<file path="src/sv/mmfb_pkg.sv">
`timescale 1ns / 1ps
// ----------------------------------------------------------------------------
// mmfb_pkg
// Shared types, constants and helpers for the Modbus motor frame builder.
// ----------------------------------------------------------------------------
package mmfb_pkg;

    // Field widths
    localparam int CMD_W   = 3;
    localparam int ADDR_W  = 8;
    localparam int SPEED_W = 16;
    localparam int DIST_W  = 31;
    localparam int POS_W   = 24;
    localparam int BYTE_W  = 8;
    localparam int CRC_W   = 16;
    localparam int IDX_W   = 5;

    // Configuration port
    localparam int CFG_IDX_W  = 1;
    localparam int CFG_DATA_W = 8;
    localparam logic [CFG_IDX_W-1:0] CFG_RAIL_ADDR  = 1'd0;
    localparam logic [CFG_IDX_W-1:0] CFG_PLATE_ADDR = 1'd1;
    localparam logic [ADDR_W-1:0]    SLAVE_ADDR_RST = 8'd1;

    // Command codes
    localparam logic [CMD_W-1:0] CMD_MOVE      = 3'd0;
    localparam logic [CMD_W-1:0] CMD_ROTATE    = 3'd1;
    localparam logic [CMD_W-1:0] CMD_STOP      = 3'd2;
    localparam logic [CMD_W-1:0] CMD_RAIL_ABS  = 3'd3;
    localparam logic [CMD_W-1:0] CMD_PLATE_ABS = 3'd4;

    // Modbus function codes, register addresses and coil values
    localparam logic [BYTE_W-1:0] FC_WRITE_COIL  = 8'h05;
    localparam logic [BYTE_W-1:0] FC_WRITE_REG   = 8'h06;
    localparam logic [BYTE_W-1:0] FC_WRITE_MULTI = 8'h10;
    localparam logic [BYTE_W-1:0] REG_BASE       = 8'h08;
    localparam logic [BYTE_W-1:0] REG_COUNT      = 8'h04;
    localparam logic [BYTE_W-1:0] BYTE_COUNT     = 8'h08;
    localparam logic [BYTE_W-1:0] COIL_STOP      = 8'h03;
    localparam logic [BYTE_W-1:0] COIL_FWD       = 8'h04;
    localparam logic [BYTE_W-1:0] COIL_REV       = 8'h05;
    localparam logic [BYTE_W-1:0] COIL_RUN       = 8'h07;
    localparam logic [BYTE_W-1:0] COIL_ON        = 8'hFF;
    localparam logic [BYTE_W-1:0] BYTE_ZERO      = 8'h00;

    localparam logic [SPEED_W-1:0] RAIL_SPEED  = 16'd100;
    localparam logic [SPEED_W-1:0] PLATE_SPEED = 16'd1000;

    localparam logic [CRC_W-1:0] CRC_INIT = 16'hFFFF;
    localparam logic [CRC_W-1:0] CRC_POLY = 16'hA001;

    localparam logic [IDX_W-1:0] MOVE_BODY_LEN  = 5'd15;
    localparam logic [IDX_W-1:0] SHORT_BODY_LEN = 5'd6;

    typedef enum logic [1:0] {
        ST_IDLE,
        ST_PREP,
        ST_SEND
    } t_state;

    typedef enum logic [2:0] {
        FR_MOVE,   // multi-register move write
        FR_RUN,    // run coil
        FR_SPEED,  // single speed register write
        FR_FCOIL,  // forward / reverse coil
        FR_STOP    // stop coil
    } t_frame;

    // Controller to datapath
    typedef struct packed {
        logic              load;       // latch command fields
        logic              prep;       // resolve move parameters
        logic              emit;       // load one byte into output register
        t_frame            frame;
        logic [IDX_W-1:0]  idx;        // byte position in frame
        logic              frame_end;
        logic              last;
    } t_dp_ctl;

    function automatic logic [IDX_W-1:0] frame_len(input t_frame fr);
        return (fr == FR_MOVE) ? MOVE_BODY_LEN : SHORT_BODY_LEN;
    endfunction

    // Modbus CRC-16, one byte, bit-serial over eight steps
    function automatic logic [CRC_W-1:0] crc16_byte(input logic [CRC_W-1:0] crc_in,
                                                    input logic [BYTE_W-1:0] b);
        logic [CRC_W-1:0] c;
        c = crc_in ^ {8'h00, b};
        for (int k = 0; k < 8; k++) begin
            c = c[0] ? ((c >> 1) ^ CRC_POLY) : (c >> 1);
        end
        return c;
    endfunction

endpackage

</file>
<file path="src/sv/mmfb_cmd_if.sv">
`timescale 1ns / 1ps
// ----------------------------------------------------------------------------
// mmfb_cmd_if
// Command channel: one motor command per beat.
// ----------------------------------------------------------------------------
interface mmfb_cmd_if;
    logic                                valid;
    logic                                ready;
    logic [mmfb_pkg::CMD_W-1:0]          command;
    logic [mmfb_pkg::ADDR_W-1:0]         slave_address;
    logic                                direction;
    logic [mmfb_pkg::SPEED_W-1:0]        speed;
    logic [mmfb_pkg::DIST_W-1:0]         distance;
    logic signed [mmfb_pkg::POS_W-1:0]   target_position;

    modport source (
        output valid, command, slave_address, direction, speed, distance,
               target_position,
        input  ready
    );
    modport sink (
        input  valid, command, slave_address, direction, speed, distance,
               target_position,
        output ready
    );
endinterface

</file>
<file path="src/sv/mmfb_tx_if.sv">
`timescale 1ns / 1ps
// ----------------------------------------------------------------------------
// mmfb_tx_if
// Byte channel: one serial byte per beat with frame markers.
// ----------------------------------------------------------------------------
interface mmfb_tx_if;
    logic                          valid;
    logic                          ready;
    logic [mmfb_pkg::BYTE_W-1:0]   tx_byte;
    logic                          frame_end;
    logic                          last;

    modport source (
        output valid, tx_byte, frame_end, last,
        input  ready
    );
    modport sink (
        input  valid, tx_byte, frame_end, last,
        output ready
    );
endinterface

</file>
<file path="src/sv/mmfb_dp.sv">
`timescale 1ns / 1ps
// ----------------------------------------------------------------------------
// mmfb_dp
// Datapath: command latch, axis positions, byte mux, CRC and output register.
// ----------------------------------------------------------------------------
module mmfb_dp (
    input  logic                              i_clk,
    input  logic                              i_rst_n,
    input  mmfb_pkg::t_dp_ctl                 i_ctl,
    output logic                              o_out_free,
    // command payload
    input  logic [mmfb_pkg::CMD_W-1:0]        i_command,
    input  logic [mmfb_pkg::ADDR_W-1:0]       i_slave_address,
    input  logic                              i_direction,
    input  logic [mmfb_pkg::SPEED_W-1:0]      i_speed,
    input  logic [mmfb_pkg::DIST_W-1:0]       i_distance,
    input  logic signed [mmfb_pkg::POS_W-1:0] i_target_position,
    // configuration
    input  logic                              i_cfg_we,
    input  logic [mmfb_pkg::CFG_IDX_W-1:0]    i_cfg_idx,
    input  logic [mmfb_pkg::CFG_DATA_W-1:0]   i_cfg_data,
    // byte output
    input  logic                              i_tx_ready,
    output logic                              o_tx_valid,
    output logic [mmfb_pkg::BYTE_W-1:0]       o_tx_byte,
    output logic                              o_frame_end,
    output logic                              o_last
);
    import mmfb_pkg::*;

    logic [ADDR_W-1:0]       r_rail_addr, r_plate_addr;
    logic signed [POS_W-1:0] r_rail_pos, r_plate_pos;

    // latched command
    logic [CMD_W-1:0]        r_cmd;
    logic [ADDR_W-1:0]       r_in_addr;
    logic                    r_fwd;
    logic [SPEED_W-1:0]      r_in_speed;
    logic [DIST_W-1:0]       r_in_dist;
    logic signed [POS_W-1:0] r_tgt;

    // resolved frame parameters
    logic [ADDR_W-1:0]       r_addr;
    logic [SPEED_W-1:0]      r_speed;
    logic [DIST_W-1:0]       r_dist;
    logic [BYTE_W-1:0]       r_dirb;

    logic [CRC_W-1:0]        r_crc;
    logic                    r_ovalid;
    logic [BYTE_W-1:0]       r_tx_byte;
    logic                    r_frame_end;
    logic                    r_last;

    logic signed [POS_W-1:0] sel_pos;
    logic [POS_W:0]          diff;
    logic [POS_W:0]          mag;
    logic                    neg;
    logic [BYTE_W-1:0]       body;
    logic [IDX_W-1:0]        len;
    logic [CRC_W-1:0]        crc_base;

    // ---- configuration registers ----
    always_ff @(posedge i_clk) begin
        if (!i_rst_n) begin
            r_rail_addr  <= SLAVE_ADDR_RST;
            r_plate_addr <= SLAVE_ADDR_RST;
        end else if (i_cfg_we) begin
            unique case (i_cfg_idx)
                CFG_RAIL_ADDR:  r_rail_addr  <= i_cfg_data;
                CFG_PLATE_ADDR: r_plate_addr <= i_cfg_data;
                default: ;
            endcase
        end
    end

    // ---- command latch ----
    always_ff @(posedge i_clk) begin
        if (i_ctl.load) begin
            r_cmd      <= i_command;
            r_in_addr  <= i_slave_address;
            r_fwd      <= i_direction;
            r_in_speed <= i_speed;
            r_in_dist  <= i_distance;
            r_tgt      <= i_target_position;
        end
    end

    // ---- absolute move difference ----
    assign sel_pos = (r_cmd == CMD_RAIL_ABS) ? r_rail_pos : r_plate_pos;
    assign diff    = {r_tgt[POS_W-1], r_tgt} - {sel_pos[POS_W-1], sel_pos};
    assign neg     = diff[POS_W];
    assign mag     = neg ? (~diff + 1'b1) : diff;

    always_ff @(posedge i_clk) begin
        if (!i_rst_n) begin
            r_rail_pos  <= '0;
            r_plate_pos <= '0;
        end else if (i_ctl.prep) begin
            if (r_cmd == CMD_RAIL_ABS)  r_rail_pos  <= r_tgt;
            if (r_cmd == CMD_PLATE_ABS) r_plate_pos <= r_tgt;
        end
    end

    always_ff @(posedge i_clk) begin
        if (i_ctl.prep) begin
            priority if (r_cmd == CMD_RAIL_ABS) begin
                r_addr  <= r_rail_addr;
                r_speed <= RAIL_SPEED;
                r_dist  <= {{(DIST_W-POS_W){1'b0}}, mag[POS_W-1:0]};
                r_dirb  <= {7'd0, ~neg};
            end else if (r_cmd == CMD_PLATE_ABS) begin
                r_addr  <= r_plate_addr;
                r_speed <= PLATE_SPEED;
                r_dist  <= {{(DIST_W-POS_W){1'b0}}, mag[POS_W-1:0]};
                r_dirb  <= {7'd0, neg};
            end else begin
                r_addr  <= r_in_addr;
                r_speed <= r_in_speed;
                r_dist  <= r_in_dist;
                r_dirb  <= {7'd0, ~r_fwd};
            end
        end
    end

    // ---- frame body byte ----
    always_comb begin
        body = BYTE_ZERO;
        unique case (i_ctl.frame)
            FR_MOVE: begin
                unique case (i_ctl.idx)
                    5'd0:  body = r_addr;
                    5'd1:  body = FC_WRITE_MULTI;
                    5'd3:  body = REG_BASE;
                    5'd5:  body = REG_COUNT;
                    5'd6:  body = BYTE_COUNT;
                    5'd7:  body = r_speed[15:8];
                    5'd8:  body = r_speed[7:0];
                    5'd9:  body = r_dist[15:8];
                    5'd10: body = r_dist[7:0];
                    5'd11: body = {1'b0, r_dist[30:24]};
                    5'd12: body = r_dist[23:16];
                    5'd14: body = r_dirb;
                    default: body = BYTE_ZERO;
                endcase
            end
            FR_SPEED: begin
                unique case (i_ctl.idx)
                    5'd0:    body = r_addr;
                    5'd1:    body = FC_WRITE_REG;
                    5'd3:    body = REG_BASE;
                    5'd4:    body = r_speed[15:8];
                    5'd5:    body = r_speed[7:0];
                    default: body = BYTE_ZERO;
                endcase
            end
            FR_RUN, FR_FCOIL, FR_STOP: begin
                unique case (i_ctl.idx)
                    5'd0: body = r_addr;
                    5'd1: body = FC_WRITE_COIL;
                    5'd3: begin
                        unique case (i_ctl.frame)
                            FR_RUN:   body = COIL_RUN;
                            FR_STOP:  body = COIL_STOP;
                            default:  body = r_fwd ? COIL_FWD : COIL_REV;
                        endcase
                    end
                    5'd4:    body = COIL_ON;
                    default: body = BYTE_ZERO;
                endcase
            end
            default: body = BYTE_ZERO;
        endcase
    end

    assign len      = frame_len(i_ctl.frame);
    assign crc_base = (i_ctl.idx == '0) ? CRC_INIT : r_crc;

    // ---- output register ----
    assign o_out_free = !r_ovalid || i_tx_ready;

    always_ff @(posedge i_clk) begin
        if (!i_rst_n) begin
            r_ovalid <= 1'b0;
            r_crc    <= CRC_INIT;
        end else if (i_ctl.emit) begin
            r_ovalid <= 1'b1;
            if (i_ctl.idx < len) r_crc <= crc16_byte(crc_base, body);
        end else if (i_tx_ready) begin
            r_ovalid <= 1'b0;
        end
    end

    always_ff @(posedge i_clk) begin
        if (i_ctl.emit) begin
            priority if (i_ctl.idx < len) r_tx_byte <= body;
            else if (i_ctl.idx == len)    r_tx_byte <= r_crc[7:0];
            else                          r_tx_byte <= r_crc[15:8];
            r_frame_end <= i_ctl.frame_end;
            r_last      <= i_ctl.last;
        end
    end

    assign o_tx_valid  = r_ovalid;
    assign o_tx_byte   = r_tx_byte;
    assign o_frame_end = r_frame_end;
    assign o_last      = r_last;

endmodule

</file>
<file path="src/sv/mmfb_ctrl.sv">
`timescale 1ns / 1ps
// ----------------------------------------------------------------------------
// mmfb_ctrl
// Controller: accepts commands and walks frames byte by byte.
// ----------------------------------------------------------------------------
module mmfb_ctrl (
    input  logic                          i_clk,
    input  logic                          i_rst_n,
    input  logic                          i_cmd_valid,
    input  logic [mmfb_pkg::CMD_W-1:0]    i_command,
    output logic                          o_cmd_ready,
    input  logic                          i_out_free,
    output mmfb_pkg::t_dp_ctl             o_ctl
);
    import mmfb_pkg::*;

    t_state           r_state, n_state;
    t_frame           r_frame, n_frame;
    logic [IDX_W-1:0] r_idx, n_idx;
    logic             accept;
    logic             has_next;
    t_frame           next_frame;

    assign o_cmd_ready = (r_state == ST_IDLE);
    assign accept      = i_cmd_valid && o_cmd_ready;
    assign has_next    = (r_frame == FR_MOVE) || (r_frame == FR_SPEED);
    assign next_frame  = (r_frame == FR_MOVE) ? FR_RUN : FR_FCOIL;

    always_ff @(posedge i_clk) begin
        if (!i_rst_n) begin
            r_state <= ST_IDLE;
            r_frame <= FR_STOP;
            r_idx   <= '0;
        end else begin
            r_state <= n_state;
            r_frame <= n_frame;
            r_idx   <= n_idx;
        end
    end

    always_comb begin
        n_state         = r_state;
        n_frame         = r_frame;
        n_idx           = r_idx;
        o_ctl           = '0;
        o_ctl.frame     = r_frame;
        o_ctl.idx       = r_idx;
        o_ctl.load      = accept;
        unique case (r_state)
            ST_IDLE: begin
                if (i_cmd_valid) begin
                    n_idx = '0;
                    priority if (i_command == CMD_MOVE || i_command == CMD_RAIL_ABS ||
                                 i_command == CMD_PLATE_ABS) begin
                        n_frame = FR_MOVE;
                        n_state = ST_PREP;
                    end else if (i_command == CMD_ROTATE) begin
                        n_frame = FR_SPEED;
                        n_state = ST_PREP;
                    end else if (i_command == CMD_STOP) begin
                        n_frame = FR_STOP;
                        n_state = ST_PREP;
                    end else begin
                        n_state = ST_IDLE;  // unknown code: dropped
                    end
                end
            end
            ST_PREP: begin
                o_ctl.prep = 1'b1;
                n_state    = ST_SEND;
            end
            ST_SEND: begin
                if (i_out_free) begin
                    o_ctl.emit = 1'b1;
                    if (r_idx == frame_len(r_frame) + 5'd1) begin
                        o_ctl.frame_end = 1'b1;
                        n_idx           = '0;
                        if (has_next) begin
                            n_frame = next_frame;
                        end else begin
                            o_ctl.last = 1'b1;
                            n_state    = ST_IDLE;
                        end
                    end else begin
                        n_idx = r_idx + 5'd1;
                    end
                end
            end
            default: n_state = ST_IDLE;
        endcase
    end

`ifndef NO_ASSERTIONS
    a_emit_needs_room: assert property (@(posedge i_clk) disable iff (!i_rst_n)
        o_ctl.emit |-> i_out_free)
        else $error("byte loaded into a full output register");

    a_last_is_frame_end: assert property (@(posedge i_clk) disable iff (!i_rst_n)
        (o_ctl.emit && o_ctl.last) |-> o_ctl.frame_end)
        else $error("last beat not on a frame end");

    a_valid_cmd_prep: assert property (@(posedge i_clk) disable iff (!i_rst_n)
        (accept && (i_command == CMD_MOVE || i_command == CMD_ROTATE ||
                    i_command == CMD_STOP || i_command == CMD_RAIL_ABS ||
                    i_command == CMD_PLATE_ABS)) |=> (r_state == ST_PREP))
        else $error("accepted command did not start");

    a_ready_after_last: assert property (@(posedge i_clk) disable iff (!i_rst_n)
        (o_ctl.emit && o_ctl.last) |=> o_cmd_ready)
        else $error("not ready after final beat");
`endif

endmodule

</file>
<file path="src/sv/modbus_motor_frame_builder.sv">
`timescale 1ns / 1ps
// ----------------------------------------------------------------------------
// modbus_motor_frame_builder
// Turns one motor command into Modbus RTU frames, one byte per beat.
// ----------------------------------------------------------------------------
// Each command on i_cmd becomes one or two Modbus RTU frames on o_tx, each
// closed by a Modbus CRC-16 sent low byte first; frame_end marks the CRC high
// byte and last marks the final beat of the command. Move (0) and the rail (3)
// and plate (4) absolute moves send a 17-byte multi-register write and an
// 8-byte run coil (25 beats); free rotate (1) sends a speed write and a
// forward/reverse coil (16 beats); stop (2) sends one 8-byte coil frame.
// Codes 5 to 7 are taken and dropped. Absolute moves keep each axis's last
// target and send the magnitude of the change. A command is accepted, then
// its move parameters are resolved, then its bytes go out. The byte rate is
// set by the single CRC/byte unit, which loads one byte per cycle into the
// output register while the sink keeps taking bytes. The next command is
// taken while the final byte still waits in that register. Slave
// addresses for the absolute moves are written through i_cfg_* (index 0
// rail, 1 plate, both reset to 1); the user must write them only while the
// block is idle, as the block itself does not enforce this.
// ----------------------------------------------------------------------------
module modbus_motor_frame_builder (
    input  logic                            i_clk,
    input  logic                            i_rst_n,
    mmfb_cmd_if.sink                        i_cmd,
    mmfb_tx_if.source                       o_tx,
    input  logic                            i_cfg_we,
    input  logic [mmfb_pkg::CFG_IDX_W-1:0]  i_cfg_idx,
    input  logic [mmfb_pkg::CFG_DATA_W-1:0] i_cfg_data
);
    import mmfb_pkg::*;

    t_dp_ctl ctl;
    logic    out_free;
    logic    cmd_ready;

    // sequencing: accept, prepare, then frames byte by byte
    mmfb_ctrl u_ctrl (
        .i_clk       (i_clk),
        .i_rst_n     (i_rst_n),
        .i_cmd_valid (i_cmd.valid),
        .i_command   (i_cmd.command),
        .o_cmd_ready (cmd_ready),
        .i_out_free  (out_free),
        .o_ctl       (ctl)
    );

    assign i_cmd.ready = cmd_ready;

    // positions, byte mux, CRC and the output register
    mmfb_dp u_dp (
        .i_clk             (i_clk),
        .i_rst_n           (i_rst_n),
        .i_ctl             (ctl),
        .o_out_free        (out_free),
        .i_command         (i_cmd.command),
        .i_slave_address   (i_cmd.slave_address),
        .i_direction       (i_cmd.direction),
        .i_speed           (i_cmd.speed),
        .i_distance        (i_cmd.distance),
        .i_target_position (i_cmd.target_position),
        .i_cfg_we          (i_cfg_we),
        .i_cfg_idx         (i_cfg_idx),
        .i_cfg_data        (i_cfg_data),
        .i_tx_ready        (o_tx.ready),
        .o_tx_valid        (o_tx.valid),
        .o_tx_byte         (o_tx.tx_byte),
        .o_frame_end       (o_tx.frame_end),
        .o_last            (o_tx.last)
    );

endmodule

</file>
<file path="src/flat_wrapper.sv">
// flat-port wrapper written by rule: the top's interface ports become plain ports
module modbus_motor_frame_builder_flat import mmfb_pkg::*;
  (i_clk, i_rst_n, i_cfg_we, i_cfg_idx, i_cfg_data, i_cmd_valid, i_cmd_command, i_cmd_slave_address, i_cmd_direction, i_cmd_speed, i_cmd_distance, i_cmd_target_position, i_cmd_ready, o_tx_valid, o_tx_tx_byte, o_tx_frame_end, o_tx_last, o_tx_ready);
  mmfb_cmd_if i_cmd_i ();
  mmfb_tx_if o_tx_i ();
  input  logic i_clk;
  input  logic i_rst_n;
  input  logic i_cfg_we;
  input  logic [mmfb_pkg::CFG_IDX_W-1:0] i_cfg_idx;
  input  logic [mmfb_pkg::CFG_DATA_W-1:0] i_cfg_data;
  input wire logic [$bits(i_cmd_i.valid)-1:0] i_cmd_valid;
  input wire logic [$bits(i_cmd_i.command)-1:0] i_cmd_command;
  input wire logic [$bits(i_cmd_i.slave_address)-1:0] i_cmd_slave_address;
  input wire logic [$bits(i_cmd_i.direction)-1:0] i_cmd_direction;
  input wire logic [$bits(i_cmd_i.speed)-1:0] i_cmd_speed;
  input wire logic [$bits(i_cmd_i.distance)-1:0] i_cmd_distance;
  input wire logic [$bits(i_cmd_i.target_position)-1:0] i_cmd_target_position;
  output wire logic [$bits(i_cmd_i.ready)-1:0] i_cmd_ready;
  output wire logic [$bits(o_tx_i.valid)-1:0] o_tx_valid;
  output wire logic [$bits(o_tx_i.tx_byte)-1:0] o_tx_tx_byte;
  output wire logic [$bits(o_tx_i.frame_end)-1:0] o_tx_frame_end;
  output wire logic [$bits(o_tx_i.last)-1:0] o_tx_last;
  input wire logic [$bits(o_tx_i.ready)-1:0] o_tx_ready;
  assign i_cmd_i.valid = i_cmd_valid;
  assign i_cmd_i.command = i_cmd_command;
  assign i_cmd_i.slave_address = i_cmd_slave_address;
  assign i_cmd_i.direction = i_cmd_direction;
  assign i_cmd_i.speed = i_cmd_speed;
  assign i_cmd_i.distance = i_cmd_distance;
  assign i_cmd_i.target_position = i_cmd_target_position;
  assign i_cmd_ready = i_cmd_i.ready;
  assign o_tx_valid = o_tx_i.valid;
  assign o_tx_tx_byte = o_tx_i.tx_byte;
  assign o_tx_frame_end = o_tx_i.frame_end;
  assign o_tx_last = o_tx_i.last;
  assign o_tx_i.ready = o_tx_ready;
  modbus_motor_frame_builder u_core (.i_clk(i_clk), .i_rst_n(i_rst_n), .i_cmd(i_cmd_i), .o_tx(o_tx_i), .i_cfg_we(i_cfg_we), .i_cfg_idx(i_cfg_idx), .i_cfg_data(i_cfg_data));
endmodule
</file>
<file path="config.mk">
export PLATFORM = sky130hd
export DESIGN_NAME = modbus_motor_frame_builder_flat
export DESIGN_NICKNAME = d
export VERILOG_FILES = /design/src/sv/mmfb_pkg.sv /design/src/sv/mmfb_cmd_if.sv /design/src/sv/mmfb_tx_if.sv /design/src/sv/mmfb_dp.sv /design/src/sv/mmfb_ctrl.sv /design/src/sv/modbus_motor_frame_builder.sv /design/src/flat_wrapper.sv
export SDC_FILE = /design/constraint.sdc
export NUM_CORES = 1
export LEC_CHECK = 0
export ABC_AREA = 1
export ABC_CLOCK_PERIOD_IN_PS = 4330
export BUFFER_PORTS_ARGS = -buffer_cell sky130_fd_sc_hd__buf_2
export CORE_MARGIN = 2
export CORE_UTILIZATION = 55
export DETAILED_ROUTE_END_ITERATION = 8
export PLACE_DENSITY = 0.77
export SYNTH_ARGS = -nofsm -noshare
export SYNTH_HDL_FRONTEND = slang
export SYNTH_SLANG_ARGS = --single-unit
</file>
<file path="constraint.sdc">
create_clock -name i_clk -period 4.33 [get_ports i_clk]
set_clock_uncertainty 0.05 [all_clocks]
set_input_delay 0.866 -clock i_clk [delete_from_list [all_inputs] [get_ports i_clk]]
set_output_delay 0.866 -clock i_clk [all_outputs]
set_load 0.02 [all_outputs]
</file>
Word-level counts from Yosys, hierarchy flattened
Cells that the tools add are included.
{"block": "totals", "regBits": 247, "latch_bits": 0, "ramBits": 0, "rom_bits": 0, "input_bits": 97, "out_inout_bits": 12, "wordCells": 155, "memories": 0}
{"block": "classes", "addsub": 4, "mul": 0, "n_div": 0, "magnitude_cmp": 1, "eq_ne": 32, "n_shift": 0, "n_mux": 55, "bitwise": 13, "n_reduce_logical": 25}
{"operator": "2-to-1 mux 16 bit", "n": 9}
{"operator": "2-to-1 mux 24 bit", "n": 4}
{"operator": "one-hot mux 8 bit (11 select lines)", "n": 1}
{"operator": "one-hot mux 8 bit (5 select lines)", "n": 1}
{"operator": "2-to-1 mux 8 bit", "n": 4}
{"operator": "one-hot mux 8 bit (4 select lines)", "n": 1}
{"operator": "equality test 5 x 4 -> 1 bit, second input constant", "n": 6}
{"operator": "subtractor 24 x 24 -> 25 bit", "n": 1}
{"operator": "adder 24 x 1 -> 24 bit, second input constant", "n": 1}
{"operator": "NOT 2 -> 3 bit", "n": 8}
{"operator": "NOT 24 bit", "n": 1}
{"operator": "one-hot mux 8 bit (3 select lines)", "n": 1}
{"operator": "2-to-1 mux 3 bit", "n": 7}
{"operator": "equality test 5 x 3 -> 1 bit, second input constant", "n": 4}
{"operator": "bitwise XOR 16 x 8 -> 16 bit", "n": 1}
{"operator": "equality test 3 x 2 -> 1 bit, second input constant", "n": 5}
{"operator": "2-to-1 mux 5 bit", "n": 3}
{"operator": "2-to-1 mux 1 bit", "n": 12}
{"operator": "2-to-1 mux 2 bit", "n": 6}
{"operator": "one-hot mux 3 bit (2 select lines)", "n": 2}
{"operator": "AND reduction 2 bit", "n": 6}
{"operator": "equality test 5 bit", "n": 2}
{"operator": "2-to-1 mux 10 bit", "n": 1}
{"operator": "one-hot mux 5 bit (2 select lines)", "n": 1}
{"operator": "27 further kinds", "n": 42}

Depth between registers and ports, before layout
Gate-level depths: netlist of the first run.
{"block": "depth", "ltp_word": 21, "mapped_depth": 29, "mapped_depth_nobuf": 28}

Modules after synthesis
Synthesis of the first run repeated with hierarchy kept, for this count alone.
{"block": "hier_totals", "hier_cells": 1563, "hier_area_um2": 12877.4}
{"module": "mmfb_dp", "instances": 1, "cells_each": 1469, "area_per_inst_um2": 12225.5, "seq_area_each_um2": 6095.8}
{"module": "mmfb_ctrl", "instances": 1, "cells_each": 94, "area_per_inst_um2": 651.9, "seq_area_each_um2": 200.2}

Worst setup path before layout of the first run
No wires, ideal clock.
{"block": "synth_path", "path_kind": "in2reg", "start": "input port i_cmd_valid", "end": "register u_core.u_ctrl.r_frame[1]", "setup_ps": 70, "t_arrival_ps": 3939, "required_ps": 4210, "path_slack_ps": 272, "stages": 7, "path_buffers": 0, "cell_sequence": "and2_1 nor2_1 inv_1 o311ai_1 nor2_1 o21ai_0 a21oi_1"}
{"block": "synth_between", "elab_chain_len": 2}
{"item": "start, declared", "line": "flat_wrapper.sv:11", "source": "input wire logic [$bits(i_cmd_i.valid)-1:0] i_cmd_valid;"}
{"item": "!= test 2 bit (no source line)"}
{"item": "AND reduction 6 bit (no source line)"}
{"item": "end signal, assigned", "line": "mmfb_ctrl.sv:36", "source": "r_frame <= n_frame;"}
{"item": "end, declared", "line": "mmfb_ctrl.sv:18", "source": "t_frame r_frame, n_frame;"}
Every way passes these cells.
A chain may end at the register's enable or synchronous reset.

Final worst setup path of the first run
{"block": "layout_path", "start": "register u_core.u_dp.r_cmd[2]", "end": "register u_core.u_dp.r_dist[18], data pin"}
{"block": "layout_between", "elab_chain_len": 8, "elab_cells_between_ends": 9, "cone_classes": "2 x add/sub; 2 x eq/ne; 4 x mux; 1 x bitwise"}
{"item": "start, declared", "line": "mmfb_dp.sv:35", "source": "logic [CMD_W-1:0] r_cmd;"}
{"item": "start signal, assigned", "line": "mmfb_dp.sv:79", "source": "r_cmd <= i_command;"}
{"item": "equality test 3 x 2 -> 1 bit", "line": "mmfb_dp.sv:89, mmfb_dp.sv:106"}
{"item": "2-to-1 mux 24 bit", "line": "mmfb_dp.sv:89", "source": "assign sel_pos = (r_cmd == CMD_RAIL_ABS) ? r_rail_pos : r_plate_pos;"}
{"item": "subtractor 24 x 24 -> 25 bit", "line": "mmfb_dp.sv:90", "source": "assign diff = {r_tgt[POS_W-1], r_tgt} - {sel_pos[POS_W-1], sel_pos};"}
{"item": "NOT 24 bit", "line": "mmfb_dp.sv:92", "source": "assign mag = neg ? (~diff + 1'b1) : diff;"}
{"item": "adder 24 x 1 -> 24 bit", "line": "mmfb_dp.sv:92"}
{"item": "2-to-1 mux 24 bit", "line": "mmfb_dp.sv:92"}
{"item": "2-to-1 mux 24 bit", "line": "mmfb_dp.sv:111", "source": "end else if (r_cmd == CMD_PLATE_ABS) begin"}
{"item": "2-to-1 mux 24 bit (*)", "line": "mmfb_dp.sv:106", "source": "priority if (r_cmd == CMD_RAIL_ABS) begin"}
{"item": "end signal, assigned", "line": "mmfb_dp.sv:109", "source": "r_dist <= {{(DIST_W-POS_W){1'b0}}, mag[POS_W-1:0]};"}
{"item": "end signal, assigned", "line": "mmfb_dp.sv:114", "source": "r_dist <= {{(DIST_W-POS_W){1'b0}}, mag[POS_W-1:0]};"}
{"item": "end signal, assigned", "line": "mmfb_dp.sv:119", "source": "r_dist <= r_in_dist;"}
{"item": "end, declared", "line": "mmfb_dp.sv:45", "source": "logic [DIST_W-1:0] r_dist;"}
Mark *: on every way between the ends. The rest lies on a longest branch, timed or not.

==> results summary, run 1 <==
The run finished with clean final reports. The final setup slack of the worst path came out at around 460 ps. The floorplan row count is 55. Static timing analysis puts the maximum clock frequency at roughly 260 MHz. The number of gates resized after CTS came out at 0. The number of antenna diodes in the final layout is 0. The post-route cell area is ~15000 um^2. The post-synthesis sequential element count came out at between 200 and 250.

The initial antenna violation count came out at 0. The maximum clock path buffer count came out at 3. In the global route stage, met1 resource usage came out at 0.369. The setup check on the worst reg-to-reg path leaves a slack of around 460 ps. Counting every net in the synthesized netlist gives 1691. The cell area reported after detailed placement is around 14000 um^2.

The weighted congestion at the end of routability-driven global placement came out at approximately 0.97. TritonCTS built the clock tree. The met3 capacity usage during global routing is 0.0349. The count of buffering cells on the critical path with inverters included came out at 3.

Synthesis produced between 1500 and 2000 cells. The most frequently used flop master after synthesis is sky130_fd_sc_hd__edfxtp_1. Sorting the synthesized cells by area gives the leading types as sky130_fd_sc_hd__edfxtp_1 (35%), sky130_fd_sc_hd__dfxtp_1 (14%), sky130_fd_sc_hd__nand2_1 (10%). The overall power after layout came out at 7.22 mW. The placeable core region came out at around 23000 um^2.

After the last flow step, the layout net total stands at around 1800. CTS saw 240 sinks. The largest single stage delay on the critical path is 370 ps. The signal on the critical path passes through inv_1, nand3_2, buf_12, mux2i_1, ha_1, a21oi_1, inv_1, a21oi_1, nand2_2, xor2_1, nor2_1, nand2_1, nor2_1, nand4_1, nor2_1, nand4_1, nand2_1, nand2_1, nand3_1, nand2_1. The worst setup path is of the reg2reg kind. The final cycle utilization of the critical path is 0.893.

The routed wire length is about 33000 um. The DRC violations left is 0. In this run, the number of DRC markers left after iteration 0 of detailed routing was about 1100.

The antenna violation net count after detailed routing is 0. The maximum level of the CTS H-tree came out at 1. The final number of max-transition violations came out at 0.

During I/O placement, the number of pins put on the boundary was around 110. The post-synthesis cell area is approximately 13000 um^2. In the final routed layout, each cell accounts on average for 16.4 um. In this run the tool buffered the top-level ports with ~110 buffer cells. The worst max-slew margin expressed relative to the limit is 0.309.

The layout cell share with drive strength beyond 1 is 0.141. The clock slew at the register clock pins of the worst setup and hold paths came out at 60 ps. The count of yosys warnings during synthesis came out at 0. From bottom edge to top edge, the die measures between 150 and 200 um. The path class of the tightest hold or removal check is reg2reg.

The actual transition at the worst max-transition pin is 1040 ps. The total vias in the final route is between 10000 and 15000. The area share of the leading cell type in the synthesized netlist came out at 0.349. The data required time at the worst endpoint came out at roughly 4600 ps.

Measured along the x axis, the die boundary spans approximately 160 um. The number of setup violations in the final report came out at 0. In this run the static leakage power is 6.45 nW.

The dominant cell type by count on the critical path is sky130_fd_sc_hd__nand2_1. The count of TritonRoute iterations in the first routing pass came out at 5. The cell family contributing the most delay on the critical path is simple AND/OR/NAND/NOR gates. The synthesis-to-finish area growth came out at 13.4%. The met2 track utilization from global routing came out at 0.449. The vias per cell came out at approximately 5.5. Post-CTS timing repair inserted 0 buffers for setup. The clock period minus worst slack came out at around 3900 ps. The cell area power density came out at between 400 and 500 nW/um^2.

The global-route layer with the greatest usage is met2. The biggest fanout along the worst timing path is 23. The number of global-route vias before repair is slightly above 10000. The global-route wire length before repair came out at 52600 um. The area of the die came out at 24500 um^2. The final hold violation count was 0.

The total negative slack is 0 ps. The cell with the largest stage delay on the worst path is sky130_fd_sc_hd__ha_1. For this run the aggregate overflow at the end of global routing stands at 0. Across the run, the number of max-cap violations was 0. The pre-CTS worst setup slack came out at ~500 ps.

The maximum number of pins on one net before global-route repair came out at 80. The proportion of synthesized chip area in sequential cells came out at 0.491. sky130_fd_sc_hd__edfxtp_1 takes more of the synthesized area than any other cell. The number of distinct library cell variants in the gate-level netlist after synthesis is between 50 and 60. The later pin in the worst-skew pair is clocked with a latency of around 530 ps. The count of flip-flops with a built-in enable after synthesis is 149. Setup repair after global routing left no endpoint under its margin. The overall track demand over capacity in global routing is 0.270. The async set-reset flop share out of synthesis is 0. The endpoint kind of the worst setup timing path is a register.

VDD sags by at most 316 uV. Measured on the finished design, the core utilization comes to 0.638. The effective utilization at floorplan is 0.563. The number of hold buffers added after CTS was 0.

The average size of a mapped cell is just over 8 um^2. The tree is rooted in a sky130_fd_sc_hd__clkbuf_16. STA classifies the critical path startpoint as a register.

The HPWL reported at the end of detailed placement came out at ~24000 um. Data arrives at the worst endpoint at 4090 ps. Counting the buffers created by CTS gives 26.
==> metal layers <==
layer,up-vias,part of all wire
met5,-,0
met4,0,0.030
met3,64,0.059
met2,404,0.47
met1,5066,0.44
li1,5411,-
==> final timing paths <==
kind              cells after the start                          to                  startpoint
setup reg to reg                     20      u_core.u_dp.r_dist[18]        u_core.u_dp.r_cmd[2]
setup / recovery                     20      u_core.u_dp.r_dist[18]        u_core.u_dp.r_cmd[2]
hold reg to reg                       2  u_core.u_dp.r_rail_addr[0]  u_core.u_dp.r_rail_addr[0]
hold / removal                        2  u_core.u_dp.r_rail_addr[0]  u_core.u_dp.r_rail_addr[0]
==> Yosys cell counts (6+ instances only) <==
| cell | count |
|---|---|
| sky130_fd_sc_hd__a211oi_1 | 6 |
| sky130_fd_sc_hd__a21oi_1 | 65 |
| sky130_fd_sc_hd__a31oi_1 | 17 |
| sky130_fd_sc_hd__buf_6 | 6 |
| sky130_fd_sc_hd__clkbuf_1 | 30 |
| sky130_fd_sc_hd__dfxtp_1 | 91 |
| sky130_fd_sc_hd__edfxtp_1 | 149 |
| sky130_fd_sc_hd__ha_1 | 31 |
| sky130_fd_sc_hd__inv_1 | 145 |
| sky130_fd_sc_hd__mux2i_1 | 23 |
| sky130_fd_sc_hd__nand2_1 | 358 |
| sky130_fd_sc_hd__nand2_2 | 19 |
| sky130_fd_sc_hd__nand3_1 | 101 |
| sky130_fd_sc_hd__nand4_1 | 17 |
| sky130_fd_sc_hd__nor2_1 | 252 |
| sky130_fd_sc_hd__nor2_2 | 10 |
| sky130_fd_sc_hd__nor2_4 | 10 |
| sky130_fd_sc_hd__nor3_1 | 13 |
| sky130_fd_sc_hd__o211ai_1 | 9 |
| sky130_fd_sc_hd__o21ai_0 | 108 |
| sky130_fd_sc_hd__o21ai_1 | 13 |
| sky130_fd_sc_hd__xnor2_1 | 6 |
| sky130_fd_sc_hd__xor2_1 | 14 |
==> logic make-up after synthesis <==
logic type,after synthesis,synth area share
muxes,23,0.0180
adders and majority gates,32,0.0318
and+or+nand+nor,809,0.276
xor gates and xnor gates,24,0.0187
buffers and inverters,197,0.0627
DFF,240,0.491
AOI/OAI and AO/OA,237,0.102
==> flip-flops by register name, summed over array words and instances, names as in the netlist <==
name / cells
u_core.u_dp.o_tx_byte: 8
u_core.u_dp.o_last: 1
u_core.u_dp.r_addr: 8
u_core.u_dp.o_tx_valid: 1
u_core.u_dp.r_cmd: 3
u_core.u_ctrl.r_idx: 5
u_core.u_dp.r_crc: 16
u_core.u_ctrl.r_state: 2
u_core.u_dp.r_speed: 16
u_core.u_dp.r_rail_pos: 24
u_core.u_dp.r_fwd: 1
u_core.u_dp.r_tgt: 24
u_core.u_dp.r_in_speed: 16
u_core.u_ctrl.r_frame: 3
u_core.u_dp.r_in_dist: 31
u_core.u_dp.o_frame_end: 1
u_core.u_dp.r_in_addr: 8
u_core.u_dp.r_dirb: 1
u_core.u_dp.r_plate_pos: 24
u_core.u_dp.r_dist: 31
u_core.u_dp.r_plate_addr: 8
u_core.u_dp.r_rail_addr: 8
==> worst register-to-register path: cells and delay by family (launching register included) <==
family          cells  cell delay, ps
compound gates      2             450
buf+inv             3             440
fa+ha+maj           1             370
mux                 1             160
flops               1             360
xor+xnor            1             230
simple gates       12            1580
==> report_power, final <==
group	switching (mW)	internal, mW
Combinational	1.38	0.618
Clock	0.889	1.40
Sequential	0.148	2.78
Total	2.42	4.80
==> cell type report <==
class	instances	area [um^2]
fill	1947	8240
clock buffer	38	768
inverter	154	588
clock inverter	10	126
multi-input combinational	1125	5740
sequential	240	6300
timing repair buffer	118	628
tap	313	392
==> through the flow <==
| step | hold slack, ps | std cells |
|---|---|---|
| floorplan | 380 | 1562 |
| global placement | 392 | 1950 |
| detailed placement | 416 | 1950 |
| CTS | 441 | 1998 |
| global route | 441 | 1998 |
| finish | 442 | 1998 |
==> cells in the final DEF (no fill, tap or decap), types with 5 or more instances in the layout <==
cell type                     n
sky130_fd_sc_hd__a21oi_1     65
sky130_fd_sc_hd__nor2_4      11
sky130_fd_sc_hd__nand3_2      6
sky130_fd_sc_hd__dfxtp_1     91
sky130_fd_sc_hd__nand2_1    358
sky130_fd_sc_hd__nor2_1     251
sky130_fd_sc_hd__nand2_2     19
sky130_fd_sc_hd__clkbuf_16   28
sky130_fd_sc_hd__inv_2        5
sky130_fd_sc_hd__xor2_1      14
sky130_fd_sc_hd__nor3_1      13
sky130_fd_sc_hd__buf_4        9
sky130_fd_sc_hd__nor2_2      10
sky130_fd_sc_hd__a31oi_1     17
sky130_fd_sc_hd__a211oi_1     6
sky130_fd_sc_hd__xnor2_1      6
sky130_fd_sc_hd__clkbuf_1     7
sky130_fd_sc_hd__or2_2        5
sky130_fd_sc_hd__o21ai_0    108
sky130_fd_sc_hd__mux2i_1     23
sky130_fd_sc_hd__nand4_1     17
sky130_fd_sc_hd__edfxtp_1   149
sky130_fd_sc_hd__nand3_1    100
sky130_fd_sc_hd__buf_2      108
sky130_fd_sc_hd__a21oi_2      5
sky130_fd_sc_hd__o211ai_1     9
sky130_fd_sc_hd__o21ai_1     13
sky130_fd_sc_hd__inv_1      145
sky130_fd_sc_hd__ha_1        31
Note: power is estimated with default switching activity, not from simulation.
==> run 2, diff against run 1 <==
- CORE_ASPECT_RATIO: not set -> 1.75
==> run 2 against run 1 <==
- sequential share of layout area increased by 0.44 points
- via count up 1.4%
- cell count decreased by 0.75%
- flip-flop and latch count did not move
- highest routed layer unchanged
- critical endpoint is now u_core.u_dp.r_dist[16]
- sequential power is essentially flat
- wire length grew 13%
- register-to-register slack worse by 30 ps
==> results summary, run 2 (synthesis gave the netlist of run 1 again) <==
The portion of total power attributed to sequential cells is 0.420. The switching fraction of total power came out at 0.352. The multi-input gate area in the final layout came out at between 5000 and 6000 um^2. The tool flagged a number of max-cap violations equal to 0. The global-route wire length before repair is about 57000 um. Measured along the y axis, the die boundary spans just over 200 um. CTS saw 240 sinks. Walking the worst path, the cells encountered are nand3_2, buf_12, inv_1, nand2_1, nand2_1, ha_1, fa_1, inv_1, nand3_1, nand2_2, nand2_1, nand2_1, xor2_1, nor2_1, nand2_1, nor2_1, nand3_1, xor2_1, nand2_1, nand3_1, o21ai_1, inv_1. The met3 capacity usage during global routing came out at 0.0384.

The clock tree from TritonCTS is yes. The slack of the worst reg-to-reg path is about 440 ps. The cell depth of the worst flop-to-flop path came out at 22. The diode insertion count for antenna repair is 0. After detailed routing, the number of remaining DRC violations is 0. The number of setup buffers added after CTS came out at 0. The relative contribution of the clock network to total power is 0.282. For this run, the slowest stage of the critical path takes 570 ps. The actual transition at the worst max-transition pin came out at about 850 ps. The final number of max-transition violations was 0.

The final core utilization is 0.630. Data arrives at the worst endpoint at 4130 ps. The vias per cell came out at about 5.6. Setup repair after global routing left no endpoint under its margin. The number of gates resized after CTS is 0. In this run the tool buffered the top-level ports with ~110 buffer cells. The routed wirelength normalized by instance count is roughly 19 um. The maximum number of pins on one net before global-route repair is 65. Setup violations remaining at the end of the flow were counted as 0.

The final hold violation count is 0. The iteration-0 DRC count of the detailed router is slightly below 700. For met2 alone, demand over resource in global routing was 0.602. The biggest fanout along the worst timing path is 23. The slowest stage of the critical path belongs to the cell sky130_fd_sc_hd__xor2_1. The total negative slack is 0 ps. The weighted congestion at the end of routability-driven global placement came out at 1.15. The flow ran to the end, and the final reports show no timing, DRC or antenna violations.

The cell area power density came out at approximately 480 nW/um^2. The overall overflow remaining after global route is 0. In this run, post-CTS hold repair placed 0 buffers.

The critical path is of the reg2reg type. The initial antenna violation count was 0. The clock network latency to the later pin of the worst-skew pair came out at between 500 and 600 ps. The internal portion of the total power is 4.51 mW. In the final layout, the registers with the most flip-flops are u_core.u_dp.r_dist: 31 flops, u_core.u_dp.r_in_dist: 31 flops. The number of global-route vias before repair is 11100.

The number of top-level design ports is 109. The maximum level of the CTS H-tree came out at 1. The final cycle utilization of the critical path is 0.899. The total vias in the final route is ~11000. For this design the total switching power over the nets is 2.45 mW. The effective utilization at floorplan came out at 0.561. The number of cells on the worst hold path is 2. Hold timing on the final database bottoms out at a slack of 420 ps. The library cells used most frequently in the layout, excluding fill and tap cells, are sky130_fd_sc_hd__nand2_1 (358), sky130_fd_sc_hd__nor2_1 (251), sky130_fd_sc_hd__edfxtp_1 (149), sky130_fd_sc_hd__inv_1 (145). The register area is 6300 um^2. The worst register-to-register path begins at u_core.u_dp.r_cmd[1].

STA classifies the critical path endpoint as a register. The floorplan die width came out at between 100 and 150 um. The synthesis-to-finish area growth came out at 12.2%. Counting I/O delays and the setup requirement, the final critical path takes approximately 3900 ps. Across the VDD grid, the largest voltage drop is between 300 and 400 uV.

The fmax is ~260 MHz. The final net count is approximately 1800. The worst max-slew margin expressed relative to the limit came out at 0.432. Clock-pin slew was measured on the worst setup and hold paths at about 60 ps. The maximum clock path buffer count came out at 3. The worst hold path terminates at u_core.u_dp.r_rail_addr[0]. The startpoint identified for the worst hold timing path is u_core.u_dp.r_rail_addr[0].

The placeable core region is roughly 23000 um^2. For this run, the detailed router's first-pass iteration total came to 5. The root cell of the clock tree is sky130_fd_sc_hd__clkbuf_16.

The HPWL reported at the end of detailed placement came out at roughly 29000 um. The path class of the tightest hold or removal check is reg2reg. The static power due to leakage is ~6.4 nW. In this run the critical register-to-register path is captured at u_core.u_dp.r_dist[16].

The number of inserted filler cells in the final layout came out at 2043. The final layout contains routed wiring with a total length of around 37000 um. The combinational share of power is 0.299. The data required time at the worst endpoint came out at ~4600 ps. The library cell used most frequently in the layout, excluding fill and tap cells, is sky130_fd_sc_hd__nand2_1. The area of the die is 24600 um^2. In the global route stage, met1 resource usage came out at 0.274.

The layout cell share with drive strength beyond 1 came out at 0.141. The overall track demand over capacity in global routing is 0.305. The number of buffers created by CTS is 23. The layer flagged by global routing as most heavily used is met2. STA classifies the critical path startpoint as a register. The count of nets left with antenna violations once routing finished came out at 0. Among the stages of the critical path, the cell type that occurs most often is sky130_fd_sc_hd__nand2_1.

The floorplan row count came out at 73.
## run 2: cell count changes in the layout (fill, tap and decap cells not counted), sizes merged
cell      delta
clkbuf       -7
buf          +4
inv          +2
bufinv       -2
clkinvlp     +1
## run 2: power groups by stage
| stage | clock network (mW) | registers, mW | logic [mW] |
|---|---|---|---|
| 4_1_cts | 1.99 | 2.92 | 2.05 |
| 3_3_place_gp | 0 | 2.96 | 2.01 |
| 3_5_place_dp | 0 | 2.96 | 2.04 |
| 5_1_grt | 2.08 | 2.94 | 2.30 |
| 2_1_floorplan | 0 | 2.94 | 1.46 |
| 6_report | 1.96 | 2.92 | 2.08 |
## run 2: critical path: cells and delay by family, from the launching register on
family	cells	cell delay (ps)
xor+xnor	2	660
fa+ha+maj	2	630
simple gates	13	1340
compound gates	1	100
flops	1	420
buf+inv	4	430
## run 2: how the worst max path moves through the flow
stage                                     from  cells after the start                  endpoint
after floorplan                    i_cmd_valid                      7  u_core.u_ctrl.r_frame[1]
after global placement    u_core.u_dp.r_cmd[1]                     22    u_core.u_dp.r_dist[16]
after detailed placement  u_core.u_dp.r_cmd[1]                     20    u_core.u_dp.r_dist[10]
after CTS                 u_core.u_dp.r_cmd[1]                     20    u_core.u_dp.r_dist[10]
after global routing      u_core.u_dp.r_cmd[2]                     22    u_core.u_dp.r_dist[12]
final                     u_core.u_dp.r_cmd[1]                     22    u_core.u_dp.r_dist[16]
## run 2: per-stage QoR
stage | setup WS, ps | cells | power (mW) | area, um^2
5_1_grt | 142 | 1983 | 7.32 | 14400
3_3_place_gp | 514 | 1941 | 4.97 | 13700
3_5_place_dp | 517 | 1941 | 5.01 | 13700
4_1_cts | 467 | 1983 | 6.96 | 14400
2_1_floorplan | 272 | 1562 | 4.40 | 12800
6_report | 436 | 1983 | 6.96 | 14400
## run 2: area by class of cell
type | count | share of cell area
multi-input cells | 1125 | 0.399
inverters | 154 | 0.0409
clock buffers | 31 | 0.0449
clock inverters | 11 | 0.00617
flip-flops and latches | 240 | 0.438
repair buffers | 122 | 0.0457
well taps | 300 | 0.0261
## run 2: per-layer routing
layer	vias to the layer above	part of all wire	wire [um]
met3	172	0.041	1520
li1	5409	-	-
met4	0	0.085	3150
met2	384	0.55	20500
met5	-	0	0
met1	5128	0.32	12000
==> run 3, diff against run 2 <==
- SYNTH_HIERARCHICAL: not set -> 1
==> run 3 against run 2 <==
- synthesized cell count about the same
- clock power hardly changed
- design area increased by 0.20%
- critical path type unchanged
- first-iteration DRC count down 19%
- combinational power shrank 8%
- critical endpoint is now u_core/u_dp/r_dist[3]
==> results summary, run 3 <==
The final number of max-transition violations is 0. The critical path in this run is classified as reg2reg. The synthesis-to-finish area growth came out at 12.0%. STA classifies the critical path startpoint as a register.

The dominant cell type by count on the critical path is sky130_fd_sc_hd__nand2_1. The number of buffers inserted for hold repair after clock tree synthesis is 0. The maximum clock path buffer count came out at 3. The cell depth of the worst flop-to-flop path is 25. The worst vdd rail ir drop is around 360 uV. The most frequently used flop master after synthesis is sky130_fd_sc_hd__edfxtp_1. Ranked by total cell area, the synthesized netlist is headed by sky130_fd_sc_hd__edfxtp_1 (35%), sky130_fd_sc_hd__dfxtp_1 (14%), sky130_fd_sc_hd__nand2_1 (11%). The number of placed instances, taps included came out at slightly below 2000. The clock slew at the register clock pins of the worst setup and hold paths is about 60 ps. The proportion of synthesized chip area in sequential cells came out at 0.489.

The total negative slack is 0 ps. The clock network latency to the later pin of the worst-skew pair is around 540 ps. Among all stages on the critical path, the largest delay is contributed by sky130_fd_sc_hd__fa_1. Of the total synthesized cell area, the portion taken by full adders, half adders and majority gates is 0.0288. TritonCTS built the clock tree. Of the total synthesized cell area, the portion taken by AND, OR, NAND and NOR gates is 0.276. The number of clock sinks seen by CTS came out at 240.

The number of buffers created by CTS is 23. Setup repair after global routing left no endpoint under its margin. The largest family of logic cells by synthesized area is simple AND/OR/NAND/NOR gates. Leaving out fill and tap cells, the most frequent cell in the layout is sky130_fd_sc_hd__nand2_1.

The cell type contributing the most total cell area after synthesis is sky130_fd_sc_hd__edfxtp_1. The DRC violations left came out at 0. The maximum level of the CTS H-tree came out at 1. After synthesis the netlist holds a flip-flop and latch count of 240. Detailed placement ended at an HPWL of ~27000 um. The count of flip-flops with a built-in enable after synthesis came out at between 100 and 150. The global-route wire length before repair is between 50000 and 60000 um.

The final hold violation count is 0. The final cycle utilization of the critical path is 0.887. The largest stage delay on the critical path is between 400 and 500 ps. The initial antenna violation count is 0. In the global route stage, overall resource usage came out at 0.276.

The endpoint of the lowest-slack register-to-register path is u_core/u_dp/r_dist[3]. The effective utilization at floorplan came out at 0.556. The routed layout has 10900 vias.

The share of the synthesized area in compound gates (AO/OA/AOI/OAI) was 0.115. In this run the power density over the cells is between 400 and 500 nW/um^2. The floorplan die height is around 210 um. The overall power after layout is ~6.7 mW.

In the final routed layout, each cell accounts on average for ~17 um. The max-capacitance violation count came out at 0. Setup slack on the critical path of the routed design comes to about 490 ps. The floorplan die width came out at 120 um. Headroom to the max-slew limit came out at 0.491. The maximum number of pins on one net before global-route repair is 84. The wire length on met2 is roughly 19000 um.

The count of yosys warnings during synthesis came out at 6. Timing would allow up to about 260 MHz. The number of top-level design ports is 109. The number of setup violations in the final report came out at 0.

The root cell of the clock tree is sky130_fd_sc_hd__clkbuf_16. The worst hold path passes through 2 cells. The post-route cell area is roughly 14000 um^2.

The repair_antennas step left the layout with diodes totalling 0. Leaving out fill and tap cells, the most frequent cells in the layout are sky130_fd_sc_hd__nand2_1 (382), sky130_fd_sc_hd__nor2_1 (161), sky130_fd_sc_hd__edfxtp_1 (149), sky130_fd_sc_hd__inv_1 (140), sky130_fd_sc_hd__nand3_1 (109). The routed wire length came out at approximately 34000 um. The post-route worst hold slack is around 400 ps. The count of TritonRoute iterations in the first routing pass came out at 5. The number of setup buffers added after CTS came out at 0. The endpoint kind of the worst setup timing path is a register.

The routed length on met1 is 11500 um. The static power due to leakage is ~6.3 nW. The count of nets left with antenna violations once routing finished came out at 0. In this run the most critical hold path is launched from u_core/u_dp/r_plate_pos[23]. The final core utilization is 0.623. The number of inserted filler cells in the final layout is between 2000 and 2500. The number of distinct library cell variants in the gate-level netlist after synthesis came out at 56.

The weighted congestion at the end of routability-driven global placement came out at between 1 and 1.5. The biggest fanout along the worst timing path is 50. The overall overflow remaining after global route came out at 0. The number of global-route vias before repair is between 10000 and 15000. The highest routed metal layer is met4. The portion of netlist area occupied by mux cells is 0.00155. The largest registers in the layout are u_core/u_dp/r_dist: 31 flops, u_core/u_dp/r_in_dist: 31 flops. Counting instances in the post-synthesis netlist gives the leading cell types as sky130_fd_sc_hd__nand2_1 (382), sky130_fd_sc_hd__nor2_1 (162), sky130_fd_sc_hd__edfxtp_1 (149), sky130_fd_sc_hd__inv_1 (141), sky130_fd_sc_hd__nand3_1 (110).

The critical path arrival is 4200 ps. Data on the critical path is required at its endpoint by around 4700 ps. The xor/xnor share of the synthesized area came out at 0.0221. Before CTS, the worst setup slack after placement is around 560 ps. For flop-to-flop paths, the worst setup slack is roughly 490 ps.

The worst hold path class is reg2reg. The number of gates resized after CTS came out at 0. The sink of the worst hold path is u_core/u_dp/r_plate_pos[23]. The clock period minus worst slack is 3840 ps. The async set-reset flop share out of synthesis is 0.

The area of the die came out at 24700 um^2. The final net count is 1786. The final standard cell count with taps included and fillers excluded is slightly below 2000. The flow ran to the end, and the final reports show no timing, DRC or antenna violations. The post-synthesis cell area is approximately 13000 um^2.

The vias per cell came out at 5.49. In this run the cell area measured after placement is between 10000 and 15000 um^2. The length of routed met3 wiring came out at 1120 um. The average size of a mapped cell came out at ~8.2 um^2. By instance count, the leading cell after synthesis is sky130_fd_sc_hd__nand2_1. For the pin with the worst max-slew slack, the measured transition is about 760 ps. The layout cell share with drive strength beyond 1 came out at 0.161.

In this run the critical register-to-register path is launched from u_core/u_dp/r_cmd[2]. The floorplan row count is 74. After floorplanning, the core was sized to cover around 23000 um^2. After technology mapping, the gate count stands at 1563. The area share of the leading cell type in the synthesized netlist is 0.347. The iteration-0 DRC count of the detailed router came out at between 500 and 600. The count of input and output buffers came out at ~110.

The net count of the mapped netlist is between 1500 and 2000.
[run 3: cell count changes in the layout (fill, tap and decap cells not counted), moves of 7 or more]
cell                      delta
sky130_fd_sc_hd__nand2_1    +24
sky130_fd_sc_hd__nor2_2      +7
sky130_fd_sc_hd__inv_2      +10
sky130_fd_sc_hd__mux2i_1    -21
sky130_fd_sc_hd__a21oi_1    +34
sky130_fd_sc_hd__xor2_1      +7
sky130_fd_sc_hd__nor2_1     -90
sky130_fd_sc_hd__nand3_1     +9
sky130_fd_sc_hd__nand4_1    +13
sky130_fd_sc_hd__nand2_2     +7
[run 3: layout make-up]
| type | count | area (um^2) | area share |
|---|---|---|---|
| well taps | 304 | 380 | 0.0264 |
| clock buffers | 31 | 616 | 0.0427 |
| repair buffers | 124 | 686 | 0.0476 |
| inverters | 159 | 601 | 0.0417 |
| multi-input cells | 1112 | 5730 | 0.397 |
| clock inverters | 11 | 110 | 0.00764 |
| flip-flops and latches | 240 | 6300 | 0.437 |
[run 3: worst max path at each step]
stage	start	end	slack, ps	cells past startpoint
after floorplan	u_core/u_dp/r_cmd[2]	u_core/u_dp/r_dist[17]	950	24
after global placement	u_core/u_dp/r_cmd[2]	u_core/u_dp/r_dist[3]	680	25
after detailed placement	u_core/u_dp/r_cmd[2]	u_core/u_dp/r_dist[23]	560	25
after CTS	u_core/u_dp/r_cmd[2]	u_core/u_dp/r_dist[23]	510	25
after global routing	u_core/u_dp/r_cmd[2]	u_core/u_dp/r_dist[23]	210	25
final	u_core/u_dp/r_cmd[2]	u_core/u_dp/r_dist[3]	490	25
[run 3: per-layer routing]
metal  vias up  track usage
li1       5417            -
met4         0        0.203
met2       318        0.554
met3       134       0.0270
met1      4998        0.248
met5         -            0
[run 3: kinds of logic (layout without fill, tap and decap cells)]
kind of cell	count (synthesis)	in the layout
and+or+nand+nor	785	785
muxes	2	2
buffers and inverters	211	325
AOI/OAI and AO/OA	267	267
DFF	240	240
xor gates and xnor gates	29	29
adders and majority gates	29	29
[run 3: critical path: cells and delay by family (launching register included)]
kind / cells / cell delay (ps)
AND/OR/NAND/NOR: 14 / 1520
flip-flops: 1 / 360
buffers and inverters: 5 / 580
AO/OA/AOI/OAI: 4 / 530
adder cells (fa/ha/maj): 2 / 650
[run 3: power by group]
| group | switching, mW | internal (mW) |
|---|---|---|
| registers | 0.111 | 2.68 |
| logic | 1.31 | 0.600 |
| clock network | 0.843 | 1.12 |
| total | 2.26 | 4.40 |
